## src/hw/rtl/ppts_pkg.sv

```systemverilog
// ----------------------------------------------------------------------------
// ppts_pkg
// Shared types, codes and defaults of the preemptive priority task scheduler.
// ----------------------------------------------------------------------------
package ppts_pkg;

    // Default sizing
    localparam int MAX_TASKS_DEF = 16;
    localparam int PRIO_BITS_DEF = 4;

    // Field widths
    localparam int CMD_W    = 2;
    localparam int TASK_W   = 4;
    localparam int RND_W    = 16;
    localparam int KIND_W   = 2;
    localparam int ERR_W    = 3;
    localparam int TICK_W   = 16;
    localparam int TCNT_W   = 5;
    localparam int PTAB_W   = 64;
    localparam int CFG_IDX_W = 2;
    localparam int CFG_W    = 64;

    // Commands
    localparam logic [CMD_W-1:0] CMD_TICK    = 2'd0;
    localparam logic [CMD_W-1:0] CMD_BLOCKED = 2'd1;
    localparam logic [CMD_W-1:0] CMD_READY   = 2'd2;
    localparam logic [CMD_W-1:0] CMD_OTHER   = 2'd3;

    // Message kinds
    localparam logic [KIND_W-1:0] MSG_PAUSE = 2'd0;
    localparam logic [KIND_W-1:0] MSG_RUN   = 2'd1;
    localparam logic [KIND_W-1:0] MSG_ERROR = 2'd2;

    // Error codes
    localparam logic [ERR_W-1:0] ERR_NONE         = 3'd0;
    localparam logic [ERR_W-1:0] ERR_NO_RUNNING   = 3'd0;
    localparam logic [ERR_W-1:0] ERR_NOT_RUNNING  = 3'd1;
    localparam logic [ERR_W-1:0] ERR_EXECUTING    = 3'd2;
    localparam logic [ERR_W-1:0] ERR_NOT_BLOCKED  = 3'd3;
    localparam logic [ERR_W-1:0] ERR_ILLEGAL      = 3'd4;

    // Task status codes
    localparam logic [1:0] TS_BLOCKED = 2'd0;
    localparam logic [1:0] TS_READY   = 2'd1;
    localparam logic [1:0] TS_PAUSED  = 2'd2;
    localparam logic [1:0] TS_RUNNING = 2'd3;

    // Configuration register indices
    localparam logic [CFG_IDX_W-1:0] CFG_EXEC_TICKS   = 2'd0;
    localparam logic [CFG_IDX_W-1:0] CFG_PERIOD_TICKS = 2'd1;
    localparam logic [CFG_IDX_W-1:0] CFG_TASK_COUNT   = 2'd2;
    localparam logic [CFG_IDX_W-1:0] CFG_PRIO_TABLE   = 2'd3;

    // Reset values
    localparam logic [TICK_W-1:0] EXEC_TICKS_RST   = 16'd10;
    localparam logic [TICK_W-1:0] PERIOD_TICKS_RST = 16'd100;
    localparam logic [TCNT_W-1:0] TASK_COUNT_RST   = 5'd16;
    localparam logic [PTAB_W-1:0] PRIO_TABLE_RST   = '0;

    // Input transaction
    typedef struct packed {
        logic [CMD_W-1:0]  command;
        logic [TASK_W-1:0] task_id;
        logic [RND_W-1:0]  random_value;
    } in_item_t;

    // Output transaction
    typedef struct packed {
        logic [KIND_W-1:0] message_kind;
        logic [TASK_W-1:0] target_task;
        logic [ERR_W-1:0]  error_code;
    } out_item_t;

endpackage

```

## src/hw/rtl/ppts_mod_unit.sv

```systemverilog
// ----------------------------------------------------------------------------
// ppts_mod_unit
// Iterative remainder unit: one dividend bit per cycle, restoring form.
// ----------------------------------------------------------------------------
module ppts_mod_unit
    import ppts_pkg::*;
#(
    parameter int DIVIDEND_W = RND_W,
    parameter int DIVISOR_W  = 5
)
(
    input  logic                  clk,
    input  logic                  rst_n,
    input  logic                  start,
    input  logic [DIVIDEND_W-1:0] dividend,
    input  logic [DIVISOR_W-1:0]  divisor,
    output logic                  done,
    output logic [DIVISOR_W-1:0]  remainder
);

    localparam int CTR_W = $clog2(DIVIDEND_W + 1);

    logic                  busy_reg;
    logic                  done_reg;
    logic [CTR_W-1:0]      ctr_reg;
    logic [DIVIDEND_W-1:0] dvd_reg;
    logic [DIVISOR_W-1:0]  dvs_reg;
    logic [DIVISOR_W-1:0]  rem_reg;
    logic [DIVISOR_W-1:0]  rem_next;
    logic [DIVISOR_W:0]    trial;

    // One restoring step: shift in next dividend bit, subtract if it fits
    always_comb
    begin
        trial = {rem_reg, dvd_reg[DIVIDEND_W-1]};
        if (trial >= {1'b0, dvs_reg})
        begin
            rem_next = DIVISOR_W'(trial - {1'b0, dvs_reg});
        end
        else
        begin
            rem_next = trial[DIVISOR_W-1:0];
        end
    end

    // Control
    always_ff @(posedge clk or negedge rst_n)
    begin
        if (!rst_n)
        begin
            busy_reg <= 1'b0;
            done_reg <= 1'b0;
            ctr_reg  <= '0;
        end
        else if (start)
        begin
            busy_reg <= 1'b1;
            done_reg <= 1'b0;
            ctr_reg  <= CTR_W'(DIVIDEND_W);
        end
        else if (busy_reg)
        begin
            ctr_reg <= ctr_reg - 1'b1;
            if (ctr_reg == CTR_W'(1))
            begin
                busy_reg <= 1'b0;
                done_reg <= 1'b1;
            end
        end
        else
        begin
            done_reg <= 1'b0;
        end
    end

    // Datapath
    always_ff @(posedge clk)
    begin
        if (start)
        begin
            dvd_reg <= dividend;
            dvs_reg <= divisor;
            rem_reg <= '0;
        end
        else if (busy_reg)
        begin
            dvd_reg <= {dvd_reg[DIVIDEND_W-2:0], 1'b0};
            rem_reg <= rem_next;
        end
    end

    assign done      = done_reg;
    assign remainder = rem_reg;

endmodule

```

## src/hw/rtl/preemptive_priority_task_scheduler_core.sv

```systemverilog
// ----------------------------------------------------------------------------
// preemptive_priority_task_scheduler_core
// Fixed-priority preemptive task scheduler with random tie breaking.
// ----------------------------------------------------------------------------
//  Channel | Dir | Signals                         | Transaction when
//  --------+-----+---------------------------------+--------------------------
//  in      | in  | in_valid, in_ready, in_data     | in_valid && in_ready
//  out     | out | out_valid, out_ready, out_data  | out_valid && out_ready
//  cfg     | in  | cfg_we, cfg_index, cfg_data     | cfg_we
//
//  One transaction at a time. A tick that ends execution scans the task
//  status memory, and if any task is eligible it runs the remainder unit
//  and scans the memory again. Reset clears all control state; the status
//  memory needs no clearing pass (per-entry valid bits). A stalled output
//  holds one result while the next transaction is accepted and worked on.
// ----------------------------------------------------------------------------
module preemptive_priority_task_scheduler_core
    import ppts_pkg::*;
#(
    parameter int MAX_TASKS = MAX_TASKS_DEF,
    parameter int PRIO_BITS = PRIO_BITS_DEF
)
(
    input  logic                 clk,
    input  logic                 rst_n,
    input  logic                 in_valid,
    output logic                 in_ready,
    input  in_item_t             in_data,
    output logic                 out_valid,
    input  logic                 out_ready,
    output out_item_t            out_data,
    input  logic                 cfg_we,
    input  logic [CFG_IDX_W-1:0] cfg_index,
    input  logic [CFG_W-1:0]     cfg_data
);

    localparam int IDX_W = $clog2(MAX_TASKS);
    localparam int CNT_W = ($clog2(MAX_TASKS + 1) > TCNT_W) ? $clog2(MAX_TASKS + 1) : TCNT_W;
    localparam int SH_W  = $clog2(PRIO_BITS * MAX_TASKS + 1);

    typedef enum logic [7:0] {
        ST_IDLE   = 8'b0000_0001,
        ST_DECODE = 8'b0000_0010,
        ST_CHECK  = 8'b0000_0100,
        ST_PAUSE  = 8'b0000_1000,
        ST_SCAN1  = 8'b0001_0000,
        ST_DIVIDE = 8'b0010_0000,
        ST_SCAN2  = 8'b0100_0000,
        ST_EMIT   = 8'b1000_0000
    } state_t;

    // Priority of a task from the packed table; bits beyond the table read zero
    function automatic logic [PRIO_BITS-1:0] prio_of(input logic [PTAB_W-1:0] tbl,
                                                     input logic [IDX_W-1:0] t);
        logic [PTAB_W-1:0] sh;
        begin
            sh = tbl >> (SH_W'(t) * SH_W'(PRIO_BITS));
            return sh[PRIO_BITS-1:0];
        end
    endfunction

    // Configuration registers
    logic [TICK_W-1:0]    exec_ticks_reg;
    logic [TICK_W-1:0]    period_ticks_reg;
    logic [TCNT_W-1:0]    task_count_reg;
    logic [PTAB_W-1:0]    prio_table_reg;

    // Control state
    state_t               state_reg, state_next;
    logic                 running_valid_reg, running_valid_next;
    logic [IDX_W-1:0]     running_task_reg, running_task_next;
    logic                 executing_reg, executing_next;
    logic [TICK_W-1:0]    countdown_reg, countdown_next;
    logic [CNT_W-1:0]     issue_idx_reg, issue_idx_next;
    logic                 rd_vld_reg, rd_vld_next;
    logic [IDX_W-1:0]     rd_idx_reg, rd_idx_next;
    logic                 any_reg, any_next;
    logic [PRIO_BITS-1:0] best_reg, best_next;
    logic [CNT_W-1:0]     match_cnt_reg, match_cnt_next;
    logic [CNT_W-1:0]     seen_reg, seen_next;
    logic                 out_valid_reg, out_valid_next;

    // Payload registers
    logic [CMD_W-1:0]     cmd_reg, cmd_next;
    logic [TASK_W-1:0]    id_reg, id_next;
    logic [RND_W-1:0]     rnd_reg, rnd_next;
    out_item_t            res_reg, res_next;
    out_item_t            out_data_reg, out_data_next;

    // Status memory with per-entry valid bits
    logic [1:0]           status_mem [MAX_TASKS];
    logic [MAX_TASKS-1:0] status_vld_reg;
    logic [1:0]           rd_data_reg;
    logic                 rd_ok_reg;
    logic                 mem_we;
    logic [IDX_W-1:0]     mem_waddr;
    logic [1:0]           mem_wdata;
    logic                 mem_re;
    logic [IDX_W-1:0]     mem_raddr;

    // Remainder unit
    logic                 div_start;
    logic                 div_done;
    logic [CNT_W-1:0]     div_rem;

    // Derived values
    logic [CNT_W-1:0]     eff_cnt;
    logic [CNT_W-1:0]     tc_ext;
    logic [CNT_W-1:0]     id_ext;
    logic [CNT_W-1:0]     run_ext;
    logic [CNT_W-1:0]     rd_idx_ext;
    logic [IDX_W-1:0]     id_addr;
    logic                 is_running;
    logic                 in_use;
    logic [1:0]           rd_status;
    logic                 rd_elig;
    logic [PRIO_BITS-1:0] rd_prio;
    logic [TICK_W-1:0]    run_reload;
    logic                 scan_end;

    // Effective task count, index views
    always_comb
    begin
        tc_ext     = CNT_W'(task_count_reg);
        eff_cnt    = (tc_ext > CNT_W'(MAX_TASKS)) ? CNT_W'(MAX_TASKS) : tc_ext;
        id_ext     = CNT_W'(id_reg);
        run_ext    = CNT_W'(running_task_reg);
        rd_idx_ext = CNT_W'(rd_idx_reg);
        id_addr    = id_ext[IDX_W-1:0];
        is_running = running_valid_reg && (id_ext == run_ext);
        in_use     = id_ext < eff_cnt;
        rd_status  = rd_ok_reg ? rd_data_reg : TS_BLOCKED;
        rd_elig    = (rd_status == TS_READY) || (rd_status == TS_PAUSED);
        rd_prio    = prio_of(prio_table_reg, rd_idx_reg);
        run_reload = (period_ticks_reg > exec_ticks_reg) ?
                     (period_ticks_reg - exec_ticks_reg) : TICK_W'(1);
        scan_end   = (issue_idx_reg >= eff_cnt) && !rd_vld_reg;
    end

    // Sequencer
    always_comb
    begin
        state_next         = state_reg;
        running_valid_next = running_valid_reg;
        running_task_next  = running_task_reg;
        executing_next     = executing_reg;
        countdown_next     = countdown_reg;
        issue_idx_next     = issue_idx_reg;
        rd_vld_next        = 1'b0;
        rd_idx_next        = rd_idx_reg;
        any_next           = any_reg;
        best_next          = best_reg;
        match_cnt_next     = match_cnt_reg;
        seen_next          = seen_reg;
        cmd_next           = cmd_reg;
        id_next            = id_reg;
        rnd_next           = rnd_reg;
        res_next           = res_reg;
        out_valid_next     = out_valid_reg && !out_ready;
        out_data_next      = out_data_reg;
        mem_we             = 1'b0;
        mem_waddr          = id_addr;
        mem_wdata          = TS_BLOCKED;
        mem_re             = 1'b0;
        mem_raddr          = id_addr;
        div_start          = 1'b0;

        // Scan read issue, shared by both passes
        if (((state_reg == ST_SCAN1) || (state_reg == ST_SCAN2)) && (issue_idx_reg < eff_cnt))
        begin
            mem_re         = 1'b1;
            mem_raddr      = issue_idx_reg[IDX_W-1:0];
            rd_vld_next    = 1'b1;
            rd_idx_next    = issue_idx_reg[IDX_W-1:0];
            issue_idx_next = issue_idx_reg + 1'b1;
        end

        case (state_reg)
            ST_IDLE:
            begin
                if (in_valid)
                begin
                    cmd_next   = in_data.command;
                    id_next    = in_data.task_id;
                    rnd_next   = in_data.random_value;
                    state_next = ST_DECODE;
                end
            end

            ST_DECODE:
            begin
                res_next.target_task = '0;
                case (cmd_reg)
                    CMD_TICK:
                    begin
                        if (countdown_reg > TICK_W'(1))
                        begin
                            countdown_next = countdown_reg - 1'b1;
                            state_next     = ST_IDLE;
                        end
                        else if (!executing_reg)
                        begin
                            executing_next = 1'b1;
                            countdown_next = exec_ticks_reg;
                            state_next     = running_valid_reg ? ST_PAUSE : ST_IDLE;
                        end
                        else
                        begin
                            issue_idx_next = '0;
                            any_next       = 1'b0;
                            best_next      = '0;
                            match_cnt_next = '0;
                            state_next     = ST_SCAN1;
                        end
                    end
                    CMD_BLOCKED:
                    begin
                        res_next.message_kind = MSG_ERROR;
                        if (!running_valid_reg)
                        begin
                            res_next.error_code = ERR_NO_RUNNING;
                            state_next          = ST_EMIT;
                        end
                        else if (!is_running)
                        begin
                            res_next.error_code = ERR_NOT_RUNNING;
                            state_next          = ST_EMIT;
                        end
                        else if (executing_reg)
                        begin
                            res_next.error_code = ERR_EXECUTING;
                            state_next          = ST_EMIT;
                        end
                        else
                        begin
                            mem_we             = 1'b1;
                            mem_wdata          = TS_BLOCKED;
                            running_valid_next = 1'b0;
                            executing_next     = 1'b1;
                            countdown_next     = exec_ticks_reg;
                            state_next         = ST_IDLE;
                        end
                    end
                    CMD_READY:
                    begin
                        res_next.message_kind = MSG_ERROR;
                        res_next.error_code   = ERR_NOT_BLOCKED;
                        if (is_running)
                        begin
                            mem_we             = 1'b1;
                            mem_wdata          = TS_READY;
                            running_valid_next = 1'b0;
                            executing_next     = 1'b1;
                            countdown_next     = exec_ticks_reg;
                            state_next         = ST_IDLE;
                        end
                        else if (!in_use)
                        begin
                            state_next = ST_EMIT;
                        end
                        else
                        begin
                            mem_re     = 1'b1;
                            mem_raddr  = id_addr;
                            state_next = ST_CHECK;
                        end
                    end
                    default:
                    begin
                        res_next.message_kind = MSG_ERROR;
                        res_next.error_code   = ERR_ILLEGAL;
                        state_next            = ST_EMIT;
                    end
                endcase
            end

            // Ready event from a task in use: status of that task now read
            ST_CHECK:
            begin
                if (rd_status != TS_BLOCKED)
                begin
                    state_next = ST_EMIT;
                end
                else
                begin
                    mem_we     = 1'b1;
                    mem_wdata  = TS_READY;
                    state_next = ST_IDLE;
                    if (!running_valid_reg && !executing_reg)
                    begin
                        executing_next = 1'b1;
                        countdown_next = exec_ticks_reg;
                    end
                    else if (running_valid_reg && !executing_reg &&
                             (prio_of(prio_table_reg, running_task_reg) <
                              prio_of(prio_table_reg, id_addr)))
                    begin
                        executing_next = 1'b1;
                        countdown_next = exec_ticks_reg;
                        state_next     = ST_PAUSE;
                    end
                end
            end

            // Pause the running task and report it
            ST_PAUSE:
            begin
                mem_we                = 1'b1;
                mem_waddr             = running_task_reg;
                mem_wdata             = TS_PAUSED;
                running_valid_next    = 1'b0;
                res_next.message_kind = MSG_PAUSE;
                res_next.target_task  = run_ext[TASK_W-1:0];
                res_next.error_code   = ERR_NONE;
                state_next            = ST_EMIT;
            end

            // First pass: top priority and number of eligible tasks at it
            ST_SCAN1:
            begin
                if (rd_vld_reg && rd_elig)
                begin
                    if (!any_reg || (rd_prio > best_reg))
                    begin
                        best_next      = rd_prio;
                        any_next       = 1'b1;
                        match_cnt_next = CNT_W'(1);
                    end
                    else if (rd_prio == best_reg)
                    begin
                        match_cnt_next = match_cnt_reg + 1'b1;
                    end
                end
                if (scan_end)
                begin
                    if (any_reg)
                    begin
                        div_start  = 1'b1;
                        state_next = ST_DIVIDE;
                    end
                    else
                    begin
                        executing_next = 1'b0;
                        countdown_next = run_reload;
                        state_next     = ST_IDLE;
                    end
                end
            end

            ST_DIVIDE:
            begin
                if (div_done)
                begin
                    issue_idx_next = '0;
                    seen_next      = '0;
                    state_next     = ST_SCAN2;
                end
            end

            // Second pass: run the picked entry among top-priority tasks
            ST_SCAN2:
            begin
                if (rd_vld_reg && rd_elig && (rd_prio == best_reg))
                begin
                    if (seen_reg == div_rem)
                    begin
                        mem_we                = 1'b1;
                        mem_waddr             = rd_idx_reg;
                        mem_wdata             = TS_RUNNING;
                        running_valid_next    = 1'b1;
                        running_task_next     = rd_idx_reg;
                        res_next.message_kind = MSG_RUN;
                        res_next.target_task  = rd_idx_ext[TASK_W-1:0];
                        res_next.error_code   = ERR_NONE;
                        executing_next        = 1'b0;
                        countdown_next        = run_reload;
                        rd_vld_next           = 1'b0;
                        state_next            = ST_EMIT;
                    end
                    else
                    begin
                        seen_next = seen_reg + 1'b1;
                    end
                end
                else if (scan_end)
                begin
                    executing_next = 1'b0;
                    countdown_next = run_reload;
                    state_next     = ST_IDLE;
                end
            end

            // Hand result to the output register once it is free
            ST_EMIT:
            begin
                if (!out_valid_reg || out_ready)
                begin
                    out_valid_next = 1'b1;
                    out_data_next  = res_reg;
                    state_next     = ST_IDLE;
                end
            end

            default:
            begin
                state_next = ST_IDLE;
            end
        endcase
    end

    // Control registers
    always_ff @(posedge clk or negedge rst_n)
    begin
        if (!rst_n)
        begin
            state_reg         <= ST_IDLE;
            running_valid_reg <= 1'b0;
            running_task_reg  <= '0;
            executing_reg     <= 1'b1;
            countdown_reg     <= EXEC_TICKS_RST;
            issue_idx_reg     <= '0;
            rd_vld_reg        <= 1'b0;
            any_reg           <= 1'b0;
            best_reg          <= '0;
            match_cnt_reg     <= '0;
            seen_reg          <= '0;
            out_valid_reg     <= 1'b0;
        end
        else
        begin
            state_reg         <= state_next;
            running_valid_reg <= running_valid_next;
            running_task_reg  <= running_task_next;
            executing_reg     <= executing_next;
            countdown_reg     <= countdown_next;
            issue_idx_reg     <= issue_idx_next;
            rd_vld_reg        <= rd_vld_next;
            any_reg           <= any_next;
            best_reg          <= best_next;
            match_cnt_reg     <= match_cnt_next;
            seen_reg          <= seen_next;
            out_valid_reg     <= out_valid_next;
        end
    end

    // Payload registers
    always_ff @(posedge clk)
    begin
        cmd_reg      <= cmd_next;
        id_reg       <= id_next;
        rnd_reg      <= rnd_next;
        res_reg      <= res_next;
        out_data_reg <= out_data_next;
        rd_idx_reg   <= rd_idx_next;
    end

    // Configuration write port
    always_ff @(posedge clk or negedge rst_n)
    begin
        if (!rst_n)
        begin
            exec_ticks_reg   <= EXEC_TICKS_RST;
            period_ticks_reg <= PERIOD_TICKS_RST;
            task_count_reg   <= TASK_COUNT_RST;
            prio_table_reg   <= PRIO_TABLE_RST;
        end
        else if (cfg_we)
        begin
            case (cfg_index)
                CFG_EXEC_TICKS:   exec_ticks_reg   <= cfg_data[TICK_W-1:0];
                CFG_PERIOD_TICKS: period_ticks_reg <= cfg_data[TICK_W-1:0];
                CFG_TASK_COUNT:   task_count_reg   <= cfg_data[TCNT_W-1:0];
                CFG_PRIO_TABLE:   prio_table_reg   <= cfg_data[PTAB_W-1:0];
                default:          task_count_reg   <= task_count_reg;
            endcase
        end
    end

    // Status memory: one write, one registered read per cycle
    always_ff @(posedge clk)
    begin
        if (mem_we)
        begin
            status_mem[mem_waddr] <= mem_wdata;
        end
        if (mem_re)
        begin
            rd_data_reg <= status_mem[mem_raddr];
        end
    end

    // Entry valid bits; an unwritten entry reads as blocked
    always_ff @(posedge clk or negedge rst_n)
    begin
        if (!rst_n)
        begin
            status_vld_reg <= '0;
            rd_ok_reg      <= 1'b0;
        end
        else
        begin
            if (mem_we)
            begin
                status_vld_reg[mem_waddr] <= 1'b1;
            end
            if (mem_re)
            begin
                rd_ok_reg <= status_vld_reg[mem_raddr];
            end
        end
    end

    // Tie-break pick: random draw modulo the number of top-priority tasks
    ppts_mod_unit #(
        .DIVIDEND_W (RND_W),
        .DIVISOR_W  (CNT_W)
    ) u_mod (
        .clk        (clk),
        .rst_n      (rst_n),
        .start      (div_start),
        .dividend   (rnd_reg),
        .divisor    (match_cnt_reg),
        .done       (div_done),
        .remainder  (div_rem)
    );

    assign in_ready  = (state_reg == ST_IDLE);
    assign out_valid = out_valid_reg;
    assign out_data  = out_data_reg;

endmodule
```

## config.mk

```make
export PLATFORM = sky130hd
export DESIGN_NAME = preemptive_priority_task_scheduler_core
export DESIGN_NICKNAME = d
export VERILOG_FILES = /design/src/hw/rtl/ppts_pkg.sv /design/src/hw/rtl/ppts_mod_unit.sv /design/src/hw/rtl/preemptive_priority_task_scheduler_core.sv
export SDC_FILE = /design/constraint.sdc
export NUM_CORES = 1
export LEC_CHECK = 0
export BUFFER_PORTS_ARGS = -buffer_cell sky130_fd_sc_hd__buf_2
export CAP_MARGIN = 20
export CORE_MARGIN = 2
export CORE_UTILIZATION = 40
export CTS_CLUSTER_DIAMETER = 150
export DETAILED_ROUTE_END_ITERATION = 7
export SLEW_MARGIN = 20
export SYNTH_ARGS = -nofsm -noshare
export SYNTH_HDL_FRONTEND = slang
export SYNTH_HIERARCHICAL = 1
export SYNTH_SLANG_ARGS = --single-unit
export TNS_END_PERCENT = 1
```

## constraint.sdc

```tcl
create_clock -name clk -period 7.2 [get_ports clk]
set_input_delay 1.44 -clock clk [delete_from_list [all_inputs] [get_ports clk]]
set_output_delay 1.44 -clock clk [all_outputs]
set_load 0.005 [all_outputs]
```

==> results of run 1 <==
per-stage QoR:
stage / power [uW] / cell area (um^2) / std cells / setup slack [ns]
floorplan: 3090 / 15600 / 1337 / 2.77
global placement: 3470 / 16700 / 1909 / 2.42
detailed placement: 3500 / 16700 / 1909 / 2.27
CTS: 4960 / 17600 / 1967 / 2.23
global route: 5220 / 17600 / 1967 / 1.85
finish: 4940 / 17600 / 1968 / 2.25
cell usage after synthesis (15+ instances only):
master      n  area (um^2)
xor2_1     20          175
nand4_1    16          100
ha_1       48          601
a21oi_1    61          305
nor2_1     99          372
dfrtp_1   167         4180
edfxtp_1   99         2970
o21bai_1   15          113
a221oi_1   15          131
clkbuf_1   48          180
inv_1      63          236
mux2_2    110         1240
nor3_1     15         75.1
nand3_1    33          165
mux2i_1    44          440
xnor2_1    20          175
nand2_1   109          409
mux4_2     57         1280
o21ai_0    59          295
cell families (layout without fill, tap and decap cells):
| kind of cell | after synthesis | in the layout | share of synthesized area, % |
|---|---|---|---|
| flip-flops | 281 | 281 | 48.0 |
| adder cells (fa/ha/maj) | 50 | 50 | 4.09 |
| AO/OA/AOI/OAI | 258 | 258 | 11.2 |
| other | 0 | 1 | 0 |
| multiplexers | 213 | 213 | 19.3 |
| XOR/XNOR | 40 | 40 | 2.24 |
| buffers and inverters | 130 | 242 | 3.41 |
| AND/OR/NAND/NOR | 365 | 365 | 11.8 |
cell type report:
class                      count  share of cell area [%]
multi-input combinational    926                    43.3
sequential                   281                    42.7
clock buffer                  46                    4.79
timing repair buffer         121                    3.73
tap                          518                    3.68
inverter                      63                    1.34
clock inverter                12                   0.398
antenna                        1                  0.0142
worst max-delay path: stages, from the launching register on:
cell	delay, ns
edfxtp_1	0.70
buf_4	0.34
mux4_2	0.53
mux4_2	0.51
ha_1	0.33
and3_1	0.23
nand4_1	0.29
nor4_2	0.36
buf_4	0.23
nor2_1	0.13
a21boi_1	0.30
nand3_1	0.38
nor2_1	0.30
per-layer routing:
metal	GRT usage, %	up-vias	wire length (um)
li1	-	5188	-
met4	6.99	0	1510
met2	31.5	404	18400
met5	0	-	0
met3	3.92	86	2750
met1	28.5	5594	18200
power by group through the flow:
| stage | Sequential (uW) | Combinational, uW | Clock [uW] |
|---|---|---|---|
| 4_1_cts | 2150 | 1330 | 1480 |
| 3_3_place_gp | 2170 | 1290 | 0 |
| 2_1_floorplan | 2050 | 1050 | 0 |
| 6_report | 2150 | 1340 | 1450 |
| 5_1_grt | 2190 | 1480 | 1550 |
| 3_5_place_dp | 2180 | 1320 | 0 |
how the worst min path moves through the flow:
stage	start	to	slack, ns	cells after the start
floorplan	res_reg[0]$_DFFE_PP_	out_data[0]$_DFFE_PP_	0.40	0
CTS	res_reg[4]$_DFFE_PP_	out_data[4]$_DFFE_PP_	0.42	0
detailed placement	res_reg[4]$_DFFE_PP_	out_data[4]$_DFFE_PP_	0.41	0
global route	res_reg[6]$_DFFE_PP_	out_data[6]$_DFFE_PP_	0.43	0
finish	res_reg[4]$_DFFE_PP_	out_data[4]$_DFFE_PP_	0.42	0
global placement	res_reg[6]$_DFFE_PP_	out_data[6]$_DFFE_PP_	0.40	0
==> flow_metrics.tcl, run 1 <==
set metrics [dict create \
    fin_skew_ns 0.0198 \
    startpoint "rd_idx_reg[0]$_DFFE_PN_" \
    hold_buffers 0 \
    switching_share_pct 32.9 \
    start_kind "flop" \
    io_pins 104 \
    grt_pass1_wl_mm 65.2 \
    ys_async_sr_fraction_pct 63.0 \
    period_minus_slack_ns 4.95 \
    synth_seq_area_share_pct 48.0 \
    multi_input_area_mm2 0.00762 \
    clock_sinks 281 \
    hold_slack_ns 0.421 \
    yosysWarnings 6 \
    num_vias 11300 \
    reg2reg_depth 12 \
    p_clk_share_pct 29.3 \
    dp_hpwl_mm 29.6 \
    syn_avg_cell_area_um2 11.7 \
    ant_nets 0 \
    critical_path.endpoint "status_mem[2][0]$_DFFE_PP_" \
    required_ns 7.46 \
    synth_nets 1480 \
    layout.nets 1567 \
    rsz0062_at_grt "no" \
    timing.fmax_ghz 0.202 \
    h-tree-depth 1 \
    drcViolationCount 0 \
    p_leak_uw 0.00712 \
    grt_pass1_vias 11300 \
    die_h_um 202 \
    clock_latency_ns 0.58 \
    initial_core_util_pct 40.5 \
    clockRootBuffer "clkbuf_16" \
    cts_buffers 31 \
    die_w_um 202 \
    outcome "finished clean" \
    finalSetupTns_ns 0 \
    crit_type "flop to flop" \
    period_share_pct 68.7 \
    fillers 3567 \
    drv_slew 0 \
    slew_headroom_pct 28.5 \
    final_common_cell "dfrtp_1" \
    ys_ff_latch 281 \
    reg2reg_to "status_mem[2][0]$_DFFE_PP_" \
    tightest_slew_ns 1.07 \
    crit_path_end_kind "flop" \
    cts_setup_buffers 0 \
    maxCapViolations 0 \
    grtUsageTotal_pct 20.3 \
    postLayoutCoreUtil_pct 45.5 \
    seq_area_mm2 0.00751 \
    synth_cells 1337 \
    cts_resized 0 \
    r2r-start "rd_idx_reg[0]$_DFFE_PN_" \
    die-area_mm2 0.0407 \
    drt_wl_total_mm 40.9 \
    grt_max_degree 78 \
    switchingPower_uw 1620 \
    routedWlPerCell_um 20.8 \
    globalRouteOverflowTotal 0 \
    p_comb_share_pct 27.1 \
    p_int_uw 3320 \
    gp_congestion 0.894 \
    clkTransAtPathRegs_ns 0.06 \
    core_mm2 0.0386 \
    drt_first_pass_iters 5 \
    r2r_slack_ns 2.25 \
    worstPathArrival_ns 5.21 \
    areaGrowthSynthToFinish_pct 12.4 \
    hold_class "flop to flop" \
    seqPwrFrac_pct 43.6 \
    yosysUniqueCellTypes 84 \
    setup_viol_count_final 0 \
    via_per_inst 5.73 \
    cts_tree "done" \
    drive_above_1_share_pct 25.4 \
    io_buffers 103 \
    drtIter0Drc 830 \
    antenna_found_initial 2 \
    path_max_fanout 11 \
    ys.flop_type "dfrtp_1" \
    ir_worst_vdd_v 0.000170 \
    finalHoldViolCount 0 \
    num_rows 72 \
    synth_edf_count 99 \
    largest_reg_flops 64 \
    p_per_area_mw_per_mm2 281 \
    clock_path_buffers 3 \
    layout_common_cells "dfrtp_1 (167), mux2_2 (110), nand2_1 (109)" \
    netlist_area_mm2 0.0156 \
]
Note: power is estimated with default switching activity, not from simulation.
==> run 2, diff against run 1 <==
==> constraint.sdc (replaced) <==
create_clock -name clk -period 4.1 [get_ports clk]
set_input_delay 0.82 -clock clk [delete_from_list [all_inputs] [get_ports clk]]
set_output_delay 0.82 -clock clk [all_outputs]
set_load 0.005 [all_outputs]
==> flow_metrics.tcl, run 2 (synthesized netlist as in run 1, its figures left out) <==
set metrics [dict create \
    final_cells 2009 \
    cts_tree "done" \
    multi_input_area_mm2 0.00778 \
    final_common_cell "dfrtp_1" \
    setup_viol_count_final 0 \
    dpl-instance-area_mm2 0.0169 \
    clockRootBuffer "clkbuf_16" \
    globalRouteOverflowTotal 0 \
    io_buffers 103 \
    fin_skew_ns 0.0220 \
    period_minus_slack_ns 4.00 \
    fin_area_mm2 0.0184 \
    outcome "finished clean" \
    drt_wl_total_mm 41.7 \
    seq_area_mm2 0.00751 \
    hold_class "primary input to asynchronous set/reset pin" \
    drt-met1-wl_mm 18.7 \
    drive_above_1_share_pct 29.6 \
    grt_pass1_vias 11400 \
    highest_layer "met4" \
    layout_common_cells "dfrtp_1 (167), mux2_2 (110), nand2_1 (104)" \
    ant_nets 0 \
    gp_congestion 0.913 \
    timing.fmax_ghz 0.250 \
    clock_latency_ns 0.56 \
    clock_sinks 281 \
    h-tree-depth 2 \
    die_h_um 202 \
    drt_first_pass_iters 5 \
    clock_path_buffers 3 \
    p_leak_uw 0.00747 \
    hold_buffers 0 \
    layout.nets 1606 \
    largest_reg_flops 64 \
    num_vias 11400 \
    postLayoutCoreUtil_pct 47.5 \
    crit_path_end_kind "flop" \
    dp_hpwl_mm 30.1 \
    dr_wl_met2_mm 18.7 \
    grtUsageTotal_pct 20.8 \
    finalSetupTns_ns 0 \
    path_max_fanout 5 \
    clkTransAtPathRegs_ns 0.06 \
    slew_headroom_pct 31.3 \
    period_share_pct 97.5 \
    reg2reg_depth 13 \
    die-area_mm2 0.0407 \
    p_per_area_mw_per_mm2 508 \
    finalHoldViolCount 0 \
    tightest_slew_ns 1.03 \
    drtIter0Drc 812 \
    grt_pass1_wl_mm 65.8 \
    drcViolationCount 0 \
    via_per_inst 5.70 \
    finalPower_uw 9340 \
    grt_max_degree 89 \
    initial_core_util_pct 40.5 \
    die_w_um 202 \
    worstPathArrival_ns 4.23 \
    num_rows 72 \
    maxCapViolations 0 \
    routedWlPerCell_um 20.8 \
    cts_buffers 35 \
    ir_worst_vdd_v 0.000320 \
    drv_slew 0 \
    required_ns 4.34 \
    fillers 3514 \
    dp_cells 1935 \
    core_mm2 0.0386 \
    antenna_found_initial 1 \
    io_pins 104 \
    crit_type "flop to flop" \
    start_kind "flop" \
    areaGrowthSynthToFinish_pct 17.4 \
    met3WireLength_mm 3.31 \
]
## run 2: cell types whose count changed in the layout (fill, tap and decap cells not counted), sizes merged
cell           previous run  this run
inv                      65        64
clkdlybuf4s15             0         1
clkinvlp                  1         8
bufinv                    0         3
buf                     121       154
clkinv                    9         7
## run 2: area by class of cell
type / count / share of cell area, %
multi-input combinational: 926 / 42.4
clock buffer: 45 / 5.31
timing repair buffer: 156 / 5.48
clock inverter: 19 / 1.12
inverter: 63 / 1.29
sequential: 281 / 40.9
antenna: 1 / 0.0136
tap: 518 / 3.53
## run 2: power by group
part | total (uW) | internal, uW | switching [uW]
combinational | 2450 | 1120 | 1320
clock | 3140 | 1890 | 1260
sequential | 3750 | 3320 | 433
total | 9340 | 6330 | 3010
## run 2: critical path: stages (launching register included)
cell	delay, ns
edfxtp_1	0.33
buf_4	0.15
clkbuf_16	0.16
mux4_2	0.49
mux4_2	0.52
ha_1	0.34
and3_1	0.20
nand4_1	0.18
nor4_4	0.23
clkdlybuf4s15_2	0.29
and2_1	0.21
a221o_1	0.20
nand2_2	0.17
nor2_1	0.20
## run 2: worst paths after layout
kind                                         start                             end  slack (ns)
max in group asynchronous                    rst_n  prio_table_reg[48]$_DFFE_PN0P_        2.95
min in group clk              res_reg[7]$_DFFE_PP_           out_data[7]$_DFFE_PP_        0.42
min                                          rst_n    countdown_reg[2]$_DFFE_PN0P_        0.24
max reg2reg                rd_idx_reg[0]$_DFFE_PN_     status_mem[15][1]$_DFFE_PP_        0.10
max                        rd_idx_reg[0]$_DFFE_PN_     status_mem[15][1]$_DFFE_PP_        0.10
min reg2reg                   res_reg[7]$_DFFE_PP_           out_data[7]$_DFFE_PP_        0.42
## run 2: timing repair
action / 4_1_cts / 5_1_grt
resized for setup: 0 / 39
gates cloned: 0 / 2
endpoints found under the setup margin: 20 / 47
setup buffers: 0 / 7
pin swaps: 1 / 8
## run 2: stage by stage
| step | hold WS (ns) | setup slack (ns) |
|---|---|---|
| finish | 0.239 | 0.103 |
| global route | 0.269 | -0.0278 |
| CTS | 0.246 | -0.0456 |
| detailed placement | 0.406 | -0.00475 |
| global placement | 0.408 | 0.0895 |
| floorplan | 0.400 | 0.0799 |
## run 2: per-layer routing
| layer | vias up | track usage [%] |
|---|---|---|
| li1 | 5265 | - |
| met1 | 5681 | 29.8 |
| met2 | 438 | 31.3 |
| met3 | 65 | 4.92 |
| met4 | 0 | 6.12 |
| met5 | - | 0 |
